===== src/sv/rasmr_pkg.sv =====
// rasmr_pkg: shared constants, codes and controller/datapath interface types
// for the rational add/sub/multiply block with gcd reduction
// no dependencies
`timescale 1ns / 1ps
`default_nettype none

package rasmr_pkg;

  // default operand width and fixed result field widths
  localparam int OPERAND_WIDTH_DEF = 16;
  localparam int OP_W              = 2;
  localparam int NUM_OUT_W         = 33;
  localparam int DEN_OUT_W         = 31;
  localparam int OUT_DATA_W        = 64;

  // operation codes (any other code multiplies)
  localparam logic [OP_W-1:0] OP_ADD = 2'd0;
  localparam logic [OP_W-1:0] OP_SUB = 2'd1;
  localparam logic [OP_W-1:0] OP_MUL = 2'd2;

  // which pair the reduction unit works on
  typedef enum logic [1:0] {
    SEL_A,
    SEL_B,
    SEL_R
  } red_sel_t;

  // multiplier operand selection
  typedef enum logic [1:0] {
    MS_T0,
    MS_T1,
    MS_DEN
  } mul_sel_t;

  // where the registered product is captured
  typedef enum logic [1:0] {
    CAP_NONE,
    CAP_T0,
    CAP_T1,
    CAP_DEN
  } cap_t;

  // controller to datapath commands
  typedef struct packed {
    logic     load;
    logic     red_start;
    red_sel_t red_sel;
    logic     wb;
    mul_sel_t mul_sel;
    cap_t     cap;
    logic     comb;
    logic     out_load;
  } cmd_t;

  // datapath to controller status
  typedef struct packed {
    logic red_done;
  } sts_t;

endpackage

`default_nettype wire


===== src/sv/rasmr_reduce.sv =====
// rasmr_reduce: iterative reduction unit, binary gcd one step a cycle followed
// by two restoring divisions by the gcd, one quotient bit a cycle
// depends on rasmr_pkg (house style only, no shared types used)
`timescale 1ns / 1ps
`default_nettype none

module rasmr_reduce #(
  parameter int MAG_W = 2 * rasmr_pkg::OPERAND_WIDTH_DEF
) (
  input  wire logic             clk,
  input  wire logic             rst_n,
  input  wire logic             start,
  input  wire logic [MAG_W-1:0] x_in,   // numerator magnitude
  input  wire logic [MAG_W-1:0] y_in,   // denominator, never zero
  output logic                  done,
  output logic      [MAG_W-1:0] q_num,
  output logic      [MAG_W-1:0] q_den
);

  localparam int KW = $clog2(MAG_W);

  typedef enum logic [1:0] {
    R_IDLE,
    R_GCD,
    R_DIV,
    R_DONE
  } r_state_t;

  r_state_t         state_r, state_nxt;
  logic [MAG_W-1:0] nx_r, nx_nxt, ny_r, ny_nxt;
  logic [MAG_W-1:0] gx_r, gx_nxt, gy_r, gy_nxt;
  logic [KW-1:0]    k_r, k_nxt;
  logic [KW-1:0]    cnt_r, cnt_nxt;
  logic [MAG_W-1:0] d_r, d_nxt;
  logic [MAG_W-1:0] rn_r, rn_nxt, rd_r, rd_nxt;
  logic [MAG_W-1:0] qn_r, qn_nxt, qd_r, qd_nxt;
  logic [MAG_W:0]   trial_n, trial_d;
  logic             gx_ge;

  // one division bit for each dividend
  assign trial_n = {rn_r, qn_r[MAG_W-1]};
  assign trial_d = {rd_r, qd_r[MAG_W-1]};
  assign gx_ge   = (gx_r >= gy_r);

  // next state and datapath of the unit
  always_comb begin
    state_nxt = state_r;
    nx_nxt    = nx_r;
    ny_nxt    = ny_r;
    gx_nxt    = gx_r;
    gy_nxt    = gy_r;
    k_nxt     = k_r;
    cnt_nxt   = cnt_r;
    d_nxt     = d_r;
    rn_nxt    = rn_r;
    rd_nxt    = rd_r;
    qn_nxt    = qn_r;
    qd_nxt    = qd_r;
    case (state_r)
      R_IDLE: begin
        if (start) begin
          nx_nxt = x_in;
          ny_nxt = y_in;
          gx_nxt = x_in;
          gy_nxt = y_in;
          k_nxt  = '0;
          qn_nxt = x_in;
          qd_nxt = y_in;
          // zero numerator is left as it is
          state_nxt = (x_in == '0) ? R_DONE : R_GCD;
        end
      end
      R_GCD: begin
        if (gx_r == '0) begin
          // gcd is gy << k; divide the dividends pre-shifted by k by gy
          d_nxt   = gy_r;
          rn_nxt  = '0;
          rd_nxt  = '0;
          qn_nxt  = nx_r >> k_r;
          qd_nxt  = ny_r >> k_r;
          cnt_nxt = KW'(MAG_W - 1);
          if (gy_r == MAG_W'(1) && k_r == '0) begin
            qn_nxt    = nx_r;
            qd_nxt    = ny_r;
            state_nxt = R_DONE;
          end else begin
            state_nxt = R_DIV;
          end
        end else if (!gx_r[0] && !gy_r[0]) begin
          gx_nxt = gx_r >> 1;
          gy_nxt = gy_r >> 1;
          k_nxt  = k_r + KW'(1);
        end else if (!gx_r[0]) begin
          gx_nxt = gx_r >> 1;
        end else if (!gy_r[0]) begin
          gy_nxt = gy_r >> 1;
        end else if (gx_ge) begin
          gx_nxt = (gx_r - gy_r) >> 1;
        end else begin
          gy_nxt = (gy_r - gx_r) >> 1;
        end
      end
      R_DIV: begin
        if (trial_n >= {1'b0, d_r}) begin
          rn_nxt = MAG_W'(trial_n - {1'b0, d_r});
          qn_nxt = {qn_r[MAG_W-2:0], 1'b1};
        end else begin
          rn_nxt = trial_n[MAG_W-1:0];
          qn_nxt = {qn_r[MAG_W-2:0], 1'b0};
        end
        if (trial_d >= {1'b0, d_r}) begin
          rd_nxt = MAG_W'(trial_d - {1'b0, d_r});
          qd_nxt = {qd_r[MAG_W-2:0], 1'b1};
        end else begin
          rd_nxt = trial_d[MAG_W-1:0];
          qd_nxt = {qd_r[MAG_W-2:0], 1'b0};
        end
        cnt_nxt = cnt_r - KW'(1);
        if (cnt_r == '0) begin
          state_nxt = R_DONE;
        end
      end
      R_DONE: begin
        state_nxt = R_IDLE;
      end
      default: begin
        state_nxt = R_IDLE;
      end
    endcase
  end

  // state register
  always_ff @(posedge clk) begin
    if (!rst_n) begin
      state_r <= R_IDLE;
    end else begin
      state_r <= state_nxt;
    end
  end

  // working registers
  always_ff @(posedge clk) begin
    nx_r  <= nx_nxt;
    ny_r  <= ny_nxt;
    gx_r  <= gx_nxt;
    gy_r  <= gy_nxt;
    k_r   <= k_nxt;
    cnt_r <= cnt_nxt;
    d_r   <= d_nxt;
    rn_r  <= rn_nxt;
    rd_r  <= rd_nxt;
    qn_r  <= qn_nxt;
    qd_r  <= qd_nxt;
  end

  assign done  = (state_r == R_DONE);
  assign q_num = qn_r;
  assign q_den = qd_r;

endmodule

`default_nettype wire


===== src/sv/rasmr_dp.sv =====
// rasmr_dp: datapath, operand normalisation, shared multiplier, sign
// combination, reduction unit and result register
// depends on rasmr_pkg and rasmr_reduce
`timescale 1ns / 1ps
`default_nettype none

module rasmr_dp #(
  parameter int OPERAND_WIDTH = rasmr_pkg::OPERAND_WIDTH_DEF
) (
  input  wire logic                               clk,
  input  wire logic                               rst_n,
  input  wire rasmr_pkg::cmd_t                    cmd,
  output rasmr_pkg::sts_t                         sts,
  input  wire logic [rasmr_pkg::OP_W-1:0]         operation,
  input  wire logic signed [OPERAND_WIDTH-1:0]    a_numerator,
  input  wire logic signed [OPERAND_WIDTH-1:0]    a_denominator,
  input  wire logic signed [OPERAND_WIDTH-1:0]    b_numerator,
  input  wire logic signed [OPERAND_WIDTH-1:0]    b_denominator,
  output logic signed [rasmr_pkg::NUM_OUT_W-1:0]  result_numerator,
  output logic        [rasmr_pkg::DEN_OUT_W-1:0]  result_denominator
);

  import rasmr_pkg::*;

  localparam int W     = OPERAND_WIDTH;
  localparam int M     = 2 * OPERAND_WIDTH;
  localparam int NEXT  = (M + 1 > NUM_OUT_W) ? M + 1 : NUM_OUT_W;
  localparam int DEXT  = (M > DEN_OUT_W) ? M : DEN_OUT_W;

  logic [OP_W-1:0] op_r;
  logic [W-1:0]    an_r, ad_r, bn_r, bd_r;
  logic            an_neg_r, bn_neg_r;
  logic [M-1:0]    p_r, t0_r, t1_r;
  logic [M-1:0]    rn_r, rd_r;
  logic            rn_neg_r;
  logic signed [NUM_OUT_W-1:0] out_num_r;
  logic [DEN_OUT_W-1:0]        out_den_r;

  logic [W-1:0]    an_abs, ad_abs, bn_abs, bd_abs;
  logic [W-1:0]    mul_a, mul_b;
  logic [M-1:0]    red_x, red_y, q_num, q_den;
  logic            red_done;
  logic            s1, s2;
  logic [M-1:0]    comb_mag;
  logic            comb_neg;
  logic [NEXT-1:0] num_ext, num_sgn;
  logic [DEXT-1:0] den_ext;

  // operand magnitudes: zero denominator reads as one
  assign an_abs = a_numerator[W-1] ? W'(-a_numerator) : W'(a_numerator);
  assign bn_abs = b_numerator[W-1] ? W'(-b_numerator) : W'(b_numerator);
  assign ad_abs = a_denominator[W-1] ? W'(-a_denominator) :
                  (a_denominator == '0) ? W'(1) : W'(a_denominator);
  assign bd_abs = b_denominator[W-1] ? W'(-b_denominator) :
                  (b_denominator == '0) ? W'(1) : W'(b_denominator);

  // multiplier operand selection
  always_comb begin
    case (cmd.mul_sel)
      MS_T0: begin
        mul_a = an_r;
        mul_b = (op_r == OP_ADD || op_r == OP_SUB) ? bd_r : bn_r;
      end
      MS_T1: begin
        mul_a = bn_r;
        mul_b = ad_r;
      end
      MS_DEN: begin
        mul_a = ad_r;
        mul_b = bd_r;
      end
      default: begin
        mul_a = ad_r;
        mul_b = bd_r;
      end
    endcase
  end

  // signed sum or difference of the two cross products, or for a multiply the single product
  always_comb begin
    s1 = an_neg_r;
    s2 = bn_neg_r ^ (op_r == OP_SUB);
    if (!(op_r == OP_ADD || op_r == OP_SUB)) begin
      comb_mag = t0_r;
      comb_neg = an_neg_r ^ bn_neg_r;
    end else if (s1 == s2) begin
      comb_mag = t0_r + t1_r;
      comb_neg = s1;
    end else if (t0_r >= t1_r) begin
      comb_mag = t0_r - t1_r;
      comb_neg = s1;
    end else begin
      comb_mag = t1_r - t0_r;
      comb_neg = s2;
    end
  end

  // reduction unit operand selection
  always_comb begin
    case (cmd.red_sel)
      SEL_A: begin
        red_x = M'(an_r);
        red_y = M'(ad_r);
      end
      SEL_B: begin
        red_x = M'(bn_r);
        red_y = M'(bd_r);
      end
      SEL_R: begin
        red_x = rn_r;
        red_y = rd_r;
      end
      default: begin
        red_x = rn_r;
        red_y = rd_r;
      end
    endcase
  end

  rasmr_reduce #(
    .MAG_W (M)
  ) u_reduce (
    .clk   (clk),
    .rst_n (rst_n),
    .start (cmd.red_start),
    .x_in  (red_x),
    .y_in  (red_y),
    .done  (red_done),
    .q_num (q_num),
    .q_den (q_den)
  );

  assign sts.red_done = red_done;

  // signed result, truncated to the output fields
  assign num_ext = NEXT'(rn_r);
  assign num_sgn = rn_neg_r ? (~num_ext + NEXT'(1)) : num_ext;
  assign den_ext = DEXT'(rd_r);

  // operand, product and result registers
  always_ff @(posedge clk) begin
    p_r <= mul_a * mul_b;
    if (cmd.load) begin
      op_r     <= operation;
      an_r     <= an_abs;
      ad_r     <= ad_abs;
      bn_r     <= bn_abs;
      bd_r     <= bd_abs;
      an_neg_r <= a_numerator[W-1] ^ a_denominator[W-1];
      bn_neg_r <= b_numerator[W-1] ^ b_denominator[W-1];
    end
    if (cmd.wb) begin
      case (cmd.red_sel)
        SEL_A: begin
          an_r <= q_num[W-1:0];
          ad_r <= q_den[W-1:0];
        end
        SEL_B: begin
          bn_r <= q_num[W-1:0];
          bd_r <= q_den[W-1:0];
        end
        SEL_R: begin
          rn_r <= q_num;
          rd_r <= q_den;
        end
        default: begin
          rn_r <= q_num;
          rd_r <= q_den;
        end
      endcase
    end
    case (cmd.cap)
      CAP_NONE: begin
      end
      CAP_T0: begin
        t0_r <= p_r;
      end
      CAP_T1: begin
        t1_r <= p_r;
      end
      CAP_DEN: begin
        rd_r <= p_r;
      end
      default: begin
      end
    endcase
    if (cmd.comb) begin
      rn_r     <= comb_mag;
      rn_neg_r <= comb_neg;
    end
    if (cmd.out_load) begin
      out_num_r <= signed'(num_sgn[NUM_OUT_W-1:0]);
      out_den_r <= den_ext[DEN_OUT_W-1:0];
    end
  end

  assign result_numerator   = out_num_r;
  assign result_denominator = out_den_r;

endmodule

`default_nettype wire


===== src/sv/rasmr_ctrl.sv =====
// rasmr_ctrl: sequencing state machine, drives datapath commands and the
// input ready and output valid handshake signals
// depends on rasmr_pkg
`timescale 1ns / 1ps
`default_nettype none

module rasmr_ctrl (
  input  wire logic            clk,
  input  wire logic            rst_n,
  input  wire logic            in_tvalid,
  output logic                 in_tready,
  output logic                 out_tvalid,
  input  wire logic            out_tready,
  output rasmr_pkg::cmd_t      cmd,
  input  wire rasmr_pkg::sts_t sts
);

  import rasmr_pkg::*;

  typedef enum logic [3:0] {
    S_IDLE,
    S_RA_GO,
    S_RA_WAIT,
    S_RB_GO,
    S_RB_WAIT,
    S_M0,
    S_M1,
    S_M2,
    S_M3,
    S_COMB,
    S_RR_GO,
    S_RR_WAIT,
    S_OUT
  } c_state_t;

  c_state_t state_r, state_nxt;
  logic     out_valid_r, out_valid_nxt;

  // next state and commands
  always_comb begin
    state_nxt     = state_r;
    cmd           = '0;
    cmd.red_sel   = SEL_R;
    cmd.mul_sel   = MS_DEN;
    cmd.cap       = CAP_NONE;
    out_valid_nxt = (out_valid_r && out_tready) ? 1'b0 : out_valid_r;
    case (state_r)
      S_IDLE: begin
        if (in_tvalid) begin
          cmd.load  = 1'b1;
          state_nxt = S_RA_GO;
        end
      end
      S_RA_GO: begin
        cmd.red_start = 1'b1;
        cmd.red_sel   = SEL_A;
        state_nxt     = S_RA_WAIT;
      end
      S_RA_WAIT: begin
        cmd.red_sel = SEL_A;
        if (sts.red_done) begin
          cmd.wb    = 1'b1;
          state_nxt = S_RB_GO;
        end
      end
      S_RB_GO: begin
        cmd.red_start = 1'b1;
        cmd.red_sel   = SEL_B;
        state_nxt     = S_RB_WAIT;
      end
      S_RB_WAIT: begin
        cmd.red_sel = SEL_B;
        if (sts.red_done) begin
          cmd.wb    = 1'b1;
          state_nxt = S_M0;
        end
      end
      // product issued one cycle, captured the next
      S_M0: begin
        cmd.mul_sel = MS_T0;
        state_nxt   = S_M1;
      end
      S_M1: begin
        cmd.mul_sel = MS_T1;
        cmd.cap     = CAP_T0;
        state_nxt   = S_M2;
      end
      S_M2: begin
        cmd.mul_sel = MS_DEN;
        cmd.cap     = CAP_T1;
        state_nxt   = S_M3;
      end
      S_M3: begin
        cmd.cap   = CAP_DEN;
        state_nxt = S_COMB;
      end
      S_COMB: begin
        cmd.comb  = 1'b1;
        state_nxt = S_RR_GO;
      end
      S_RR_GO: begin
        cmd.red_start = 1'b1;
        state_nxt     = S_RR_WAIT;
      end
      S_RR_WAIT: begin
        if (sts.red_done) begin
          cmd.wb    = 1'b1;
          state_nxt = S_OUT;
        end
      end
      // hold until the result register is free
      S_OUT: begin
        if (!out_valid_r || out_tready) begin
          cmd.out_load  = 1'b1;
          out_valid_nxt = 1'b1;
          state_nxt     = S_IDLE;
        end
      end
      default: begin
        state_nxt = S_IDLE;
      end
    endcase
  end

  // state and registered handshake output
  always_ff @(posedge clk) begin
    if (!rst_n) begin
      state_r     <= S_IDLE;
      out_valid_r <= 1'b0;
    end else begin
      state_r     <= state_nxt;
      out_valid_r <= out_valid_nxt;
    end
  end

  assign in_tready  = (state_r == S_IDLE);
  assign out_tvalid = out_valid_r;

endmodule

`default_nettype wire


===== src/sv/rational_add_sub_mul_reduce_top.sv =====
// Rational add, subtract and multiply with gcd reduction. One item at a time:
// an item is taken when in_tready is high, each operand is normalised (zero
// denominator read as one, denominator sign moved to the numerator) and
// reduced, the cross products are formed on one shared multiplier and the
// result is reduced again; a zero numerator is never reduced. Each of the
// three reductions has a start state, then binary gcd steps, then, unless
// the gcd is one, bit-serial division by the gcd, and a done state; a zero
// numerator goes straight from the start state to the done state. The
// result waits in an output register, so the next item is taken while it is
// still unread.
// depends on rasmr_pkg, rasmr_ctrl, rasmr_dp
`timescale 1ns / 1ps
`default_nettype none

module rational_add_sub_mul_reduce_top #(
  parameter int OPERAND_WIDTH = rasmr_pkg::OPERAND_WIDTH_DEF,
  localparam int IN_DATA_W = ((rasmr_pkg::OP_W + 4 * OPERAND_WIDTH + 7) / 8) * 8
) (
  input  wire logic                              clk,
  input  wire logic                              rst_n,
  input  wire logic                              in_tvalid,
  output logic                                   in_tready,
  // operation, a_numerator, a_denominator, b_numerator, b_denominator
  input  wire logic [IN_DATA_W-1:0]              in_tdata,
  output logic                                   out_tvalid,
  input  wire logic                              out_tready,
  // result_numerator, result_denominator
  output logic [rasmr_pkg::OUT_DATA_W-1:0]       out_tdata
);

  import rasmr_pkg::*;

  localparam int W = OPERAND_WIDTH;

  cmd_t                  cmd;
  sts_t                  sts;
  logic signed [NUM_OUT_W-1:0] res_num;
  logic [DEN_OUT_W-1:0]        res_den;

  // controller
  rasmr_ctrl u_ctrl (
    .clk        (clk),
    .rst_n      (rst_n),
    .in_tvalid  (in_tvalid),
    .in_tready  (in_tready),
    .out_tvalid (out_tvalid),
    .out_tready (out_tready),
    .cmd        (cmd),
    .sts        (sts)
  );

  // datapath, fields unpacked from tdata
  rasmr_dp #(
    .OPERAND_WIDTH (OPERAND_WIDTH)
  ) u_dp (
    .clk                (clk),
    .rst_n              (rst_n),
    .cmd                (cmd),
    .sts                (sts),
    .operation          (in_tdata[OP_W-1:0]),
    .a_numerator        (signed'(in_tdata[OP_W +: W])),
    .a_denominator      (signed'(in_tdata[OP_W + W +: W])),
    .b_numerator        (signed'(in_tdata[OP_W + 2 * W +: W])),
    .b_denominator      (signed'(in_tdata[OP_W + 3 * W +: W])),
    .result_numerator   (res_num),
    .result_denominator (res_den)
  );

  assign out_tdata = {res_den, res_num};

  // no new item is taken right after one was accepted
  a_one_at_a_time: assert property (@(posedge clk) disable iff (!rst_n)
    in_tvalid && in_tready |=> !in_tready)
    else $error("item accepted while busy");

  // a waiting result is never overwritten
  a_no_overwrite: assert property (@(posedge clk) disable iff (!rst_n)
    cmd.out_load |-> !out_tvalid || out_tready)
    else $error("result register overwritten");

  // denominator of a delivered result is never zero at widths that fit
  a_den_nonzero: assert property (@(posedge clk) disable iff (!rst_n)
    out_tvalid |-> (OPERAND_WIDTH > 16) || (out_tdata[OUT_DATA_W-1:NUM_OUT_W] != '0))
    else $error("zero result denominator");

endmodule

`default_nettype wire

===== config.mk =====
export PLATFORM = sky130hd
export DESIGN_NAME = rational_add_sub_mul_reduce_top
export DESIGN_NICKNAME = d
export VERILOG_FILES = /design/src/sv/rasmr_pkg.sv /design/src/sv/rasmr_reduce.sv /design/src/sv/rasmr_dp.sv /design/src/sv/rasmr_ctrl.sv /design/src/sv/rational_add_sub_mul_reduce_top.sv
export SDC_FILE = /design/constraint.sdc
export NUM_CORES = 2
export LEC_CHECK = 0
export BUFFER_PORTS_ARGS = -buffer_cell sky130_fd_sc_hd__buf_4
export CORE_UTILIZATION = 29
export DETAILED_ROUTE_END_ITERATION = 8
export GPL_ROUTABILITY_DRIVEN = 0
export HOLD_SLACK_MARGIN = 0.1
export PLACE_DENSITY_LB_ADDON = 0.12
export RECOVER_POWER = 25
export SETUP_SLACK_MARGIN = 0.5
export SLEW_MARGIN = 20
export SYNTH_ARGS = -nofsm -noshare
export SYNTH_HDL_FRONTEND = slang
export SYNTH_SLANG_ARGS = --single-unit

===== constraint.sdc =====
create_clock -name clk -period 18.5 [get_ports clk]
set_input_delay 5.55 -clock clk [delete_from_list [all_inputs] [get_ports clk]]
set_output_delay 5.55 -clock clk [all_outputs]
set_load 0.05 [all_outputs]

==> flow_summary.toml <==
[clocking]
cts.sinks = 598
cts_root_buf = "clkbuf_16"
ctsResizeCount = 0
cts_tree = "yes"
htreeDepth = 3
clock_latency_ns = 0.71
cts_hold_buf = 0
numCtsBuffers = 79
clockBufferDepth = 3
path_clk_slew_ns = 0.06
postCtsSetupRepairBufs = 0

[cells_and_area]
seq_area_um2 = 16900
fin_nets = 6284
nFillCells = 18200
drive_gt1_share_pct = 8.85
area_growth_pct = 11.9
largest_register_ffs = 33
multi_input_area_um2 = 30800

[critical_path]
cp.depth = 29
critPathArrivalTime_ns = 12.66
slowest_stage = "clkbuf_1"
timing.rr.start = "u_ctrl.state_r[0]"
crit_buf_inv = 7
critPathLaunch = "u_ctrl.state_r[0]"
critPathLaunchType = "flip-flop"
crit_top_cell = "fa_1"
slowest_delay_ns = 2.43
rr_endpoint = "u_dp.p_r[30]"
rrSetupSlack_ns = 6.47
path_max_fanout = 61
critPathKind = "flip-flop to flip-flop"
critPathTopFamily = "buffers and inverters"
cp-endpoint = "u_dp.p_r[30]"
rr_worst_depth = 29
required_ns = 19.13
cp-end-kind = "flip-flop"

[logic_synthesis]
avgSynthCellArea_um2 = 8.91
synth_cell_types = 100
syn_area_um2 = 50600
synth_most_common_cell = "nand2_1"
synth.net_count = 6292
synthArstFlopShare_pct = 0
synth_top_area_share_pct = 29.4
synth-edff-count = 495
synthTopCellsByArea = "edfxtp_1 29%, ha_1 8.4%, fa_1 8.0%, nand2_1 5.2%, nor2_1 4.2%"
synth_top_cell_by_area = "edfxtp_1"
synth_common_cells = "706 x nand2_1, 561 x nor2_1, 495 x edfxtp_1"
yosysSeqAreaShare_pct = 33.5
synth-seq-cells = 598
yosysWarningCount = 0
synthCells = 5676
synth_ff_type = "edfxtp_1"

[timing]
clock_skew_ns = 0.0505
tns_ns = 0
worst_pin_slew_ns = 3.71
slew_headroom_pct = -147
setup_viol = 0
timing.fmax_mhz = 83.1
rsz0062_at_grt = "false"
slew_violations = 379
period_share_pct = 65.0
finalHoldViolations = 0
fin_crit_ns = 12.03

[grt]
grt_max_degree = 91
grt_pass1_vias = 41600
grt_usage_pct = 22.0
antenna_found_initial = 4
grt_overflow = 0
grt_pass1_wl_mm = 287

[detailed_routing]
avgViaCountPerCell = 5.38
vias = 43300
finalWirelength_mm = 197
antenna_left = 0
drc = 0
first_pass_iters = 9
drt_iter0_markers = 3882
wire_per_inst_um = 24.5

[outcome]
violations = "max-capacitance violations, max-slew violations"
outcome = "complete, but fails checks"

[die]
coreArea_um2 = 172000
die_h_um = 420
initial_core_util_pct = 29.3
dieArea_um2 = 176000
die_w_um = 420
std_cell_rows = 152
io_pins = 142

[place]
hpwl_mm = 152
portBuffers = 135

[run]
cap_violations = 8

[worst_hold_path]
hold_path_class = "flip-flop to flip-flop"
## worst min-delay path by stage
| stage | startpoint | to | slack (ns) | cells after the start |
|---|---|---|---|---|
| global placement | u_dp.den_ext[27] | u_dp.result_denominator[27] | 0.44 | 0 |
| detailed placement | u_dp.den_ext[25] | u_dp.result_denominator[25] | 0.45 | 0 |
| global route | u_dp.den_ext[25] | u_dp.result_denominator[25] | 0.48 | 0 |
| finish | u_dp.den_ext[28] | u_dp.result_denominator[28] | 0.46 | 0 |
| floorplan | u_dp.den_ext[16] | u_dp.result_denominator[16] | 0.42 | 0 |
| CTS | u_dp.den_ext[25] | u_dp.result_denominator[25] | 0.47 | 0 |
## cell type report
cell class                 instances  area share (%)
multi-input combinational       4301            54.4
sequential                       598            29.9
tap                             2310            5.11
clock buffer                      91            3.74
inverter                         473            3.14
timing repair buffer             215            2.84
clock inverter                    53           0.853
antenna                            3          0.0133
## cell usage in the layout, fill, tap and decap left out, drive strengths merged, types with 51 or more instances in the layout
| cell | count |
|---|---|
| nand3 | 74 |
| xnor2 | 149 |
| and2 | 57 |
| edfxtp | 495 |
| nand2 | 706 |
| xor2 | 97 |
| ha | 339 |
| dfxtp | 103 |
| a211oi | 84 |
| mux2 | 56 |
| inv | 477 |
| mux2i | 147 |
| nor2b | 51 |
| nand2b | 54 |
| a21o | 78 |
| fa | 201 |
| clkbuf | 98 |
| o21ai | 355 |
| a31oi | 65 |
| buf | 208 |
| nor3 | 93 |
| a21oi | 403 |
| nor2 | 564 |
| a22oi | 95 |
## per-stage QoR
stage               setup WS (ns)  utilization [%]  hold slack, ns  area, µm²  std cells
global route                 5.79             32.8           0.483      56600       8041
CTS                          9.60             32.8           0.469      56600       8040
floorplan                    7.93                -           0.417      50600       5676
detailed placement           9.60             31.3           0.451      54000       7896
global placement             9.65             31.3           0.439      54000       7895
finish                       6.47             32.8           0.462      56600       8044
## logic make-up after synthesis
| group | count (synthesis) | synth area share [%] |
|---|---|---|
| and+or+nand+nor | 1828 | 16.2 |
| AOI/OAI and AO/OA | 1456 | 18.4 |
| buffers and inverters | 777 | 5.98 |
| DFF | 598 | 33.5 |
| adders and majority gates | 540 | 16.3 |
| xor gates and xnor gates | 246 | 4.26 |
| muxes | 231 | 5.40 |
## layer usage
metal | global-route usage, % | wire length (µm)
met1 | 31.9 | 93600
met2 | 33.6 | 86000
met3 | 2.72 | 11200
met4 | 7.40 | 6550
met5 | 0 | 0
Power is not shown: default switching activity piles up to over one toggle a cycle in this logic, so the estimate is an artifact.
